File: src/design/assert_macros.svh
// Assertion macros shared by the key set table RTL.
`ifndef ASSERT_MACROS_SVH
`define ASSERT_MACROS_SVH

// Implication checked at every rising clock edge outside reset.
`define ASSERT_IMPL(lbl, clk, rst, ante, cons, msg) \
   lbl: assert property (@(posedge clk) disable iff (rst) (ante) |-> (cons)) else $error(msg);

// Next-cycle implication checked outside reset.
`define ASSERT_NEXT(lbl, clk, rst, ante, cons, msg) \
   lbl: assert property (@(posedge clk) disable iff (rst) (ante) |=> (cons)) else $error(msg);

`endif

File: src/design/ukst_pkg.sv
// Package for the key set table: sizes, action codes, payload and control types.
package ukst_pkg;

   localparam int CAPACITY   = 80;
   localparam int KEY_BITS   = 22;
   localparam int IDX_BITS   = (CAPACITY > 1) ? $clog2(CAPACITY) : 1;
   localparam int CNT_BITS   = $clog2(CAPACITY + 1);
   localparam int COUNT_BITS = 7;   // width of the entry_count result field

   localparam logic [1:0] ACT_ADD    = 2'd0;
   localparam logic [1:0] ACT_REMOVE = 2'd1;
   localparam logic [1:0] ACT_QUERY  = 2'd2;

   typedef struct packed {
      logic [1:0]          action;
      logic [KEY_BITS-1:0] key;
   } req_type;

   typedef struct packed {
      logic                  hit;
      logic                  refused;
      logic [COUNT_BITS-1:0] entry_count;
   } rsp_type;

   // Broadcast from the controller to every cell
   typedef struct packed {
      logic                do_add;
      logic                do_remove;
      logic [IDX_BITS-1:0] pos;
      logic [CNT_BITS-1:0] count;
      logic [KEY_BITS-1:0] key;
   } cell_ctl_type;

   // Lookup summary from the row of cells
   typedef struct packed {
      logic                hit;
      logic [IDX_BITS-1:0] pos;
   } lookup_type;

endpackage

File: src/design/ukst_cell.sv
// One storage cell: holds a key, compares it, and takes a key from its upper neighbor.
module ukst_cell (
   input  logic                          clock,
   input  logic [ukst_pkg::IDX_BITS-1:0] cell_idx,
   input  ukst_pkg::cell_ctl_type        ctl,
   input  logic                          update_en,
   input  logic [ukst_pkg::KEY_BITS-1:0] key_up,
   output logic [ukst_pkg::KEY_BITS-1:0] key_out,
   output logic                          match
);

   logic [ukst_pkg::KEY_BITS-1:0] key_ff;
   logic [ukst_pkg::KEY_BITS-1:0] key_in;
   logic                          occupied;

   // only slots below the fill count hold live keys
   assign occupied = ukst_pkg::CNT_BITS'(cell_idx) < ctl.count;
   assign match    = occupied && (key_ff == ctl.key);
   assign key_out  = key_ff;

   // shift down on remove at or above the hit slot; append at the fill slot on add
   always_comb begin
      key_in = key_ff;
      if (update_en) begin
         if (ctl.do_remove && (cell_idx >= ctl.pos)) begin
            key_in = key_up;
         end else if (ctl.do_add && (ukst_pkg::CNT_BITS'(cell_idx) == ctl.count)) begin
            key_in = ctl.key;
         end
      end
   end

   always_ff @(posedge clock) begin
      key_ff <= key_in;
   end

endmodule

File: src/design/ukst_chain.sv
// Row of key cells with the match reduction and hit position encoder.
module ukst_chain (
   input  logic                          clock,
   input  ukst_pkg::cell_ctl_type        ctl,
   input  logic                          update_en,
   output ukst_pkg::lookup_type          lookup,
   output logic [ukst_pkg::CAPACITY-1:0] match_vec
);

   logic [ukst_pkg::KEY_BITS-1:0] cell_key [ukst_pkg::CAPACITY];

   // each cell takes its upper neighbor's key; the top cell recirculates its own
   for (genvar i = 0; i < ukst_pkg::CAPACITY; i++) begin : g_cell
      logic [ukst_pkg::KEY_BITS-1:0] key_up;
      if (i == ukst_pkg::CAPACITY - 1) begin : g_top
         assign key_up = cell_key[i];
      end else begin : g_mid
         assign key_up = cell_key[i+1];
      end

      ukst_cell u_cell (
         .clock     (clock),
         .cell_idx  (ukst_pkg::IDX_BITS'(i)),
         .ctl       (ctl),
         .update_en (update_en),
         .key_up    (key_up),
         .key_out   (cell_key[i]),
         .match     (match_vec[i])
      );
   end

   // keys are unique, so at most one match: OR the indices together
   always_comb begin
      lookup.hit = |match_vec;
      lookup.pos = '0;
      for (int i = 0; i < ukst_pkg::CAPACITY; i++) begin
         if (match_vec[i]) begin
            lookup.pos = lookup.pos | ukst_pkg::IDX_BITS'(i);
         end
      end
   end

endmodule

File: src/design/unique_key_set_table.sv
// Top level of the key set table: controller, fill count and response register.
//
//   channel | direction | handshake               | payload
//   req     | in        | req_valid / req_ready   | req_data   (action, key)
//   rsp     | out       | rsp_valid / rsp_ready   | rsp_data   (hit, refused, entry_count)
//
// Each transaction has a match step, which compares the key against all cells
// at once and encodes the hit slot, and an apply step, which shifts or appends in the cell row.
// The next request is taken in the apply cycle, while the current one is being applied.
// A response waiting in the output register stalls only the apply cycle.
// Synchronous reset clears the fill count and control; cell keys are not reset.
`include "assert_macros.svh"

module unique_key_set_table (
   input  logic              clock,
   input  logic              reset,
   input  logic              req_valid,
   output logic              req_ready,
   input  ukst_pkg::req_type req_data,
   output logic              rsp_valid,
   input  logic              rsp_ready,
   output ukst_pkg::rsp_type rsp_data
);

   localparam logic [1:0] S_IDLE  = 2'd0;
   localparam logic [1:0] S_MATCH = 2'd1;
   localparam logic [1:0] S_APPLY = 2'd2;

   logic [1:0]                    state_ff, state_in;
   ukst_pkg::req_type             op_ff, op_in;
   logic [ukst_pkg::CNT_BITS-1:0] count_ff, count_in;
   logic                          hit_ff, hit_in;
   logic [ukst_pkg::IDX_BITS-1:0] pos_ff, pos_in;
   logic                          rsp_valid_ff, rsp_valid_in;
   ukst_pkg::rsp_type             rsp_data_ff, rsp_data_in;

   ukst_pkg::cell_ctl_type        ctl;
   ukst_pkg::lookup_type          lookup;
   logic [ukst_pkg::CAPACITY-1:0] match_vec;
   logic                          req_fire;
   logic                          apply_fire;
   logic                          full;
   logic                          is_add;
   logic                          is_remove;

   assign full       = count_ff == ukst_pkg::CNT_BITS'(ukst_pkg::CAPACITY);
   assign is_add     = op_ff.action == ukst_pkg::ACT_ADD;
   assign is_remove  = op_ff.action == ukst_pkg::ACT_REMOVE;
   assign apply_fire = (state_ff == S_APPLY) && (!rsp_valid_ff || rsp_ready);
   assign req_ready  = (state_ff == S_IDLE) || apply_fire;
   assign req_fire   = req_valid && req_ready;

   // broadcast to the cell row
   always_comb begin
      ctl.do_add    = is_add && !hit_ff && !full;
      ctl.do_remove = is_remove && hit_ff;
      ctl.pos       = pos_ff;
      ctl.count     = count_ff;
      ctl.key       = op_ff.key;
   end

   ukst_chain u_chain (
      .clock     (clock),
      .ctl       (ctl),
      .update_en (apply_fire),
      .lookup    (lookup),
      .match_vec (match_vec)
   );

   // sequencer, lookup capture and fill count
   always_comb begin
      state_in = state_ff;
      op_in    = op_ff;
      hit_in   = hit_ff;
      pos_in   = pos_ff;
      count_in = count_ff;
      case (state_ff)
         S_IDLE: begin
            if (req_fire) begin
               state_in = S_MATCH;
            end
         end
         S_MATCH: begin
            hit_in   = lookup.hit;
            pos_in   = lookup.pos;
            state_in = S_APPLY;
         end
         S_APPLY: begin
            if (apply_fire) begin
               if (ctl.do_add) begin
                  count_in = count_ff + 1'b1;
               end else if (ctl.do_remove) begin
                  count_in = count_ff - 1'b1;
               end
               state_in = req_fire ? S_MATCH : S_IDLE;
            end
         end
         default: begin
            state_in = S_IDLE;
         end
      endcase
      if (req_fire) begin
         op_in = req_data;
      end
   end

   // response register
   always_comb begin
      rsp_valid_in = rsp_valid_ff && !rsp_ready;
      rsp_data_in  = rsp_data_ff;
      if (apply_fire) begin
         rsp_valid_in            = 1'b1;
         rsp_data_in.hit         = hit_ff;
         rsp_data_in.refused     = is_add && !hit_ff && full;
         rsp_data_in.entry_count = ukst_pkg::COUNT_BITS'(count_in);
      end
   end

   always_ff @(posedge clock) begin
      if (reset) begin
         state_ff     <= S_IDLE;
         count_ff     <= '0;
         rsp_valid_ff <= 1'b0;
      end else begin
         state_ff     <= state_in;
         count_ff     <= count_in;
         rsp_valid_ff <= rsp_valid_in;
      end
      op_ff       <= op_in;
      hit_ff      <= hit_in;
      pos_ff      <= pos_in;
      rsp_data_ff <= rsp_data_in;
   end

   assign rsp_valid = rsp_valid_ff;
   assign rsp_data  = rsp_data_ff;

   // checks
   `ASSERT_IMPL(a_unique_match, clock, reset, state_ff == S_MATCH, $countones(match_vec) <= 1, "more than one cell matched the key")
   `ASSERT_IMPL(a_refused_full, clock, reset, rsp_valid && rsp_data.refused, rsp_data.entry_count == ukst_pkg::COUNT_BITS'(ukst_pkg::CAPACITY), "refused add with table not full")
   `ASSERT_NEXT(a_remove_count, clock, reset, apply_fire && ctl.do_remove, count_ff == $past(count_ff) - 1'b1, "remove hit did not drop the fill count")
   `ASSERT_NEXT(a_accept_match, clock, reset, req_fire, state_ff == S_MATCH, "accepted transaction did not enter lookup")

endmodule

File: config.mk
export PLATFORM = sky130hd
export DESIGN_NAME = unique_key_set_table
export DESIGN_NICKNAME = d
export VERILOG_FILES = /design/src/design/ukst_pkg.sv /design/src/design/ukst_cell.sv /design/src/design/ukst_chain.sv /design/src/design/unique_key_set_table.sv
export VERILOG_INCLUDE_DIRS = /design/src /design/src/design
export SDC_FILE = /design/constraint.sdc
export NUM_CORES = 2
export LEC_CHECK = 0
export ABC_CLOCK_PERIOD_IN_PS = 14550
export BUFFER_PORTS_ARGS = -buffer_cell sky130_fd_sc_hd__buf_2
export CAP_MARGIN = 20
export CORE_AREA = 3 3 475 477
export DETAILED_ROUTE_END_ITERATION = 6
export DIE_AREA = 0 0 478 480
export GPL_ROUTABILITY_DRIVEN = 0
export PLACE_DENSITY = 0.65
export SYNTH_ARGS = -nofsm -noshare
export SYNTH_HDL_FRONTEND = slang
export SYNTH_SLANG_ARGS = --single-unit
File: constraint.sdc
create_clock -name clock -period 14.55 [get_ports clock]
set_input_delay 2.91 -clock clock [delete_from_list [all_inputs] [get_ports clock]]
set_output_delay 2.91 -clock clock [all_outputs]
set_load 0.005 [all_outputs]
==> results.sh <==
export IMPL_clock_insertion_delay_worst_skew_ns=0.86
export IMPL_cts_made_buffers=193
export IMPL_ys_ff_latch=1811
export IMPL_die_area_sq_um=229000
export IMPL_grt_max_degree=91
export IMPL_p_leak_uw=0.0356
export IMPL_critPathMaxStageDelay_ns=0.28
export IMPL_worst_slew_pin_slew_ns=1.33
export IMPL_drtPass1Iterations=6
export IMPL_multi_input_area_sq_um=42500
export IMPL_io_pins=39
export IMPL_max_cap_viol_count=0
export IMPL_fin_hold_ws_ns=0.523
export IMPL_endpoint_kind="primary output"
export IMPL_final_common_cell="edfxtp_1"
export IMPL_grt_pass1_vias=60600
export IMPL_fmax_mhz=156
export IMPL_synth_nets=7314
export IMPL_p_per_area_nw_per_um2=106
export IMPL_hp_class="reg2reg"
export IMPL_crit_arrival_ns=3.49
export IMPL_clockRootBuffer="clkbuf_16"
export IMPL_final_cell_mix="edfxtp_1 (1801), mux2_2 (1672), xor2_1 (978)"
export IMPL_worstHoldStart="state_ff[0]"
export IMPL_drtIter0Drc=6765
export IMPL_ctsResizeCount=0
export IMPL_path_max_fanout=3
export IMPL_dp_hpwl_mm=198
export IMPL_maxSlewHeadroom=0.104
export IMPL_port_buffers=38
export IMPL_startpoint="rsp_ready"
export IMPL_ys_seq_area_frac=0.544
export IMPL_gr_total_overflow=0
export IMPL_ys_flop_type="edfxtp_1"
export IMPL_syn_inst=7280
export IMPL_ys_types=73
export IMPL_fin_tns_setup_ns=0
export IMPL_layout_nets=7195
export IMPL_final_min_clock_period_ns=6.40
export IMPL_timing_final_ws_setup_ns=8.15
export IMPL_clock_sinks=1811
export IMPL_drc_errors=0
export IMPL_syn_area_per_cell_sq_um=13.7
export IMPL_placement_rows=173
export IMPL_drv_slew=0
export IMPL_synth_top_area_cell="edfxtp_1"
export IMPL_ant_nets=0
export IMPL_power_uw=11600
export IMPL_htreeDepth=4
export IMPL_cp_slowest_cell="a31oi_1"
export IMPL_grtUsageTotal=0.249
export IMPL_async_flop_share=0
export IMPL_rsz0062_at_grt="false"
export IMPL_skew_ns=0.0548
export IMPL_cts_tree="built"
export IMPL_wl_mm=293
export IMPL_areaGrowthSynthToFinish_pct=10.2
export IMPL_drive_gt1_frac=0.329
export IMPL_hold_viol=0
export IMPL_critPathKind="in2out"
export IMPL_clock_path_buffers=3
export IMPL_start_util=0.450
export IMPL_synth_edf_count=1801
export IMPL_die_y_um=480
export IMPL_synth_area_leaders="edfxtp_1 (54%), mux2_2 (19%), xor2_1 (8.6%), xnor2_1 (6.9%), nor4_1 (1.6%)"
export IMPL_fin_crit_sh=0.440
export IMPL_crit_required_ns=11.64
export IMPL_path_common_cell="buf_2"
export IMPL_cp_start_kind="input port"
export IMPL_post_place_ws_ns=8.20
export IMPL_clkSlewWorstSetupHoldPaths_ns=0.06
export IMPL_worst_r2r_cell_count=9
export IMPL_ir_drop_mv=0.123
export IMPL_wl_per_cell_um=28.5
export IMPL_netlist_area_sq_um=99800
export IMPL_yosys_warnings=0
export IMPL_vias=60700
export IMPL_reg2reg_from="count_ff[1]"
export IMPL_final_setup_viol_count=0
export IMPL_regArea_sq_um=54300
export IMPL_die_w_um=478
export IMPL_path_cells="buf_2 > inv_1 > a31oi_1 > buf_2"
export IMPL_status="finished, final reports clean"
export IMPL_cts_hold_fix_buffers=0
export IMPL_core_sq_um=222000
export IMPL_grt_pass1_wl_mm=426
export IMPL_antenna_found_initial=11
export IMPL_viasPerCell=5.89
export IMPL_post_cts_buffers=0
export IMPL_yosysTopAreaCellShare=0.542
export IMPL_fillers=18800
export IMPL_min_path_cells=1
## synthesized netlist by cell type (all sizes together) (6+ instances only)
library cell and count:
or3 14, nor2 104, buf 335, a31oi 12
a21oi 105, mux2 1672, nand4 238, o21a 6
a2111oi 27, nand3 71, xor2 978, a211oi 13
nand2b 9, edfxtp 1801, nor3 66, o2111ai 6
clkbuf 290, o21ai 47, or4 7, nand2 314
xnor2 787, dfxtp 10, nor4 252, nor2b 18
or2 9, and2 11, ha 6, inv 8
and3 7
## state kept, by name, summed over array words and instances, names as in the netlist
register	cells
count_ff	7
pos_ff	7
u_chain.g_cell.u_cell.key_out	1760
state_ff	2
rsp_data	9
ctl	22
rsp_valid	1
op_ff	2
hit_ff	1
## cell type report
type | count | share of cell area
Sequential cell | 1811 | 0.494
Multi-Input combinational cell | 4836 | 0.387
Clock buffer | 236 | 0.0463
Tap cell | 2975 | 0.0339
Timing Repair Buffer | 311 | 0.0297
Clock inverter | 119 | 0.00952
Inverter | 8 | 0.000273
Antenna cell | 10 | 0.000228
## routing by layer
| metal | vias up | track usage | wire length [um] |
|---|---|---|---|
| li1 | 26500 | - | - |
| met1 | 30800 | 0.329 | 118000 |
| met2 | 2768 | 0.398 | 136000 |
| met3 | 691 | 0.0527 | 25200 |
| met4 | 8 | 0.106 | 13400 |
| met5 | - | 0 | 55 |
## critical path: cells and delay by family
| kind | cells | cell delay [ns] |
|---|---|---|
| buffers and inverters | 3 | 0.31 |
| AOI/OAI and AO/OA | 1 | 0.28 |
## worst paths after layout
kind / slack (ns) / to
worst max-delay path: 8.15 / req_ready
worst min register to register: 0.52 / state_ff[1]
worst min-delay path: 0.52 / state_ff[1]
worst max register to register: 8.80 / u_chain.g_cell[43].u_cell.key_out[17]
## power breakdown
part	leakage [uW]	internal, uW	total [uW]	switching (uW)
logic	0.0163	412	975	563
clock network	0.00301	2730	4860	2130
registers	0.0163	5760	5780	15.7
## cells by family after synthesis
logic type,Yosys count,share of synthesized area
AOI/OAI and AO/OA,246,0.0154
xor gates and xnor gates,1765,0.155
adders and majority gates,6,0.000752
buffers and inverters,633,0.0358
DFF,1811,0.544
muxes,1672,0.189
and+or+nand+nor,1147,0.0608
## metrics by stage
step | util | cell area, sq um | std cells
6_report | 0.496 | 110000 | 10300
5_1_grt | 0.496 | 110000 | 10300
4_1_cts | 0.491 | 109000 | 10200
3_5_place_dp | 0.463 | 103000 | 9874
3_3_place_gp | 0.461 | 102000 | 9848
2_1_floorplan | - | 99800 | 7280
Power figures use the tool's default switching activity.
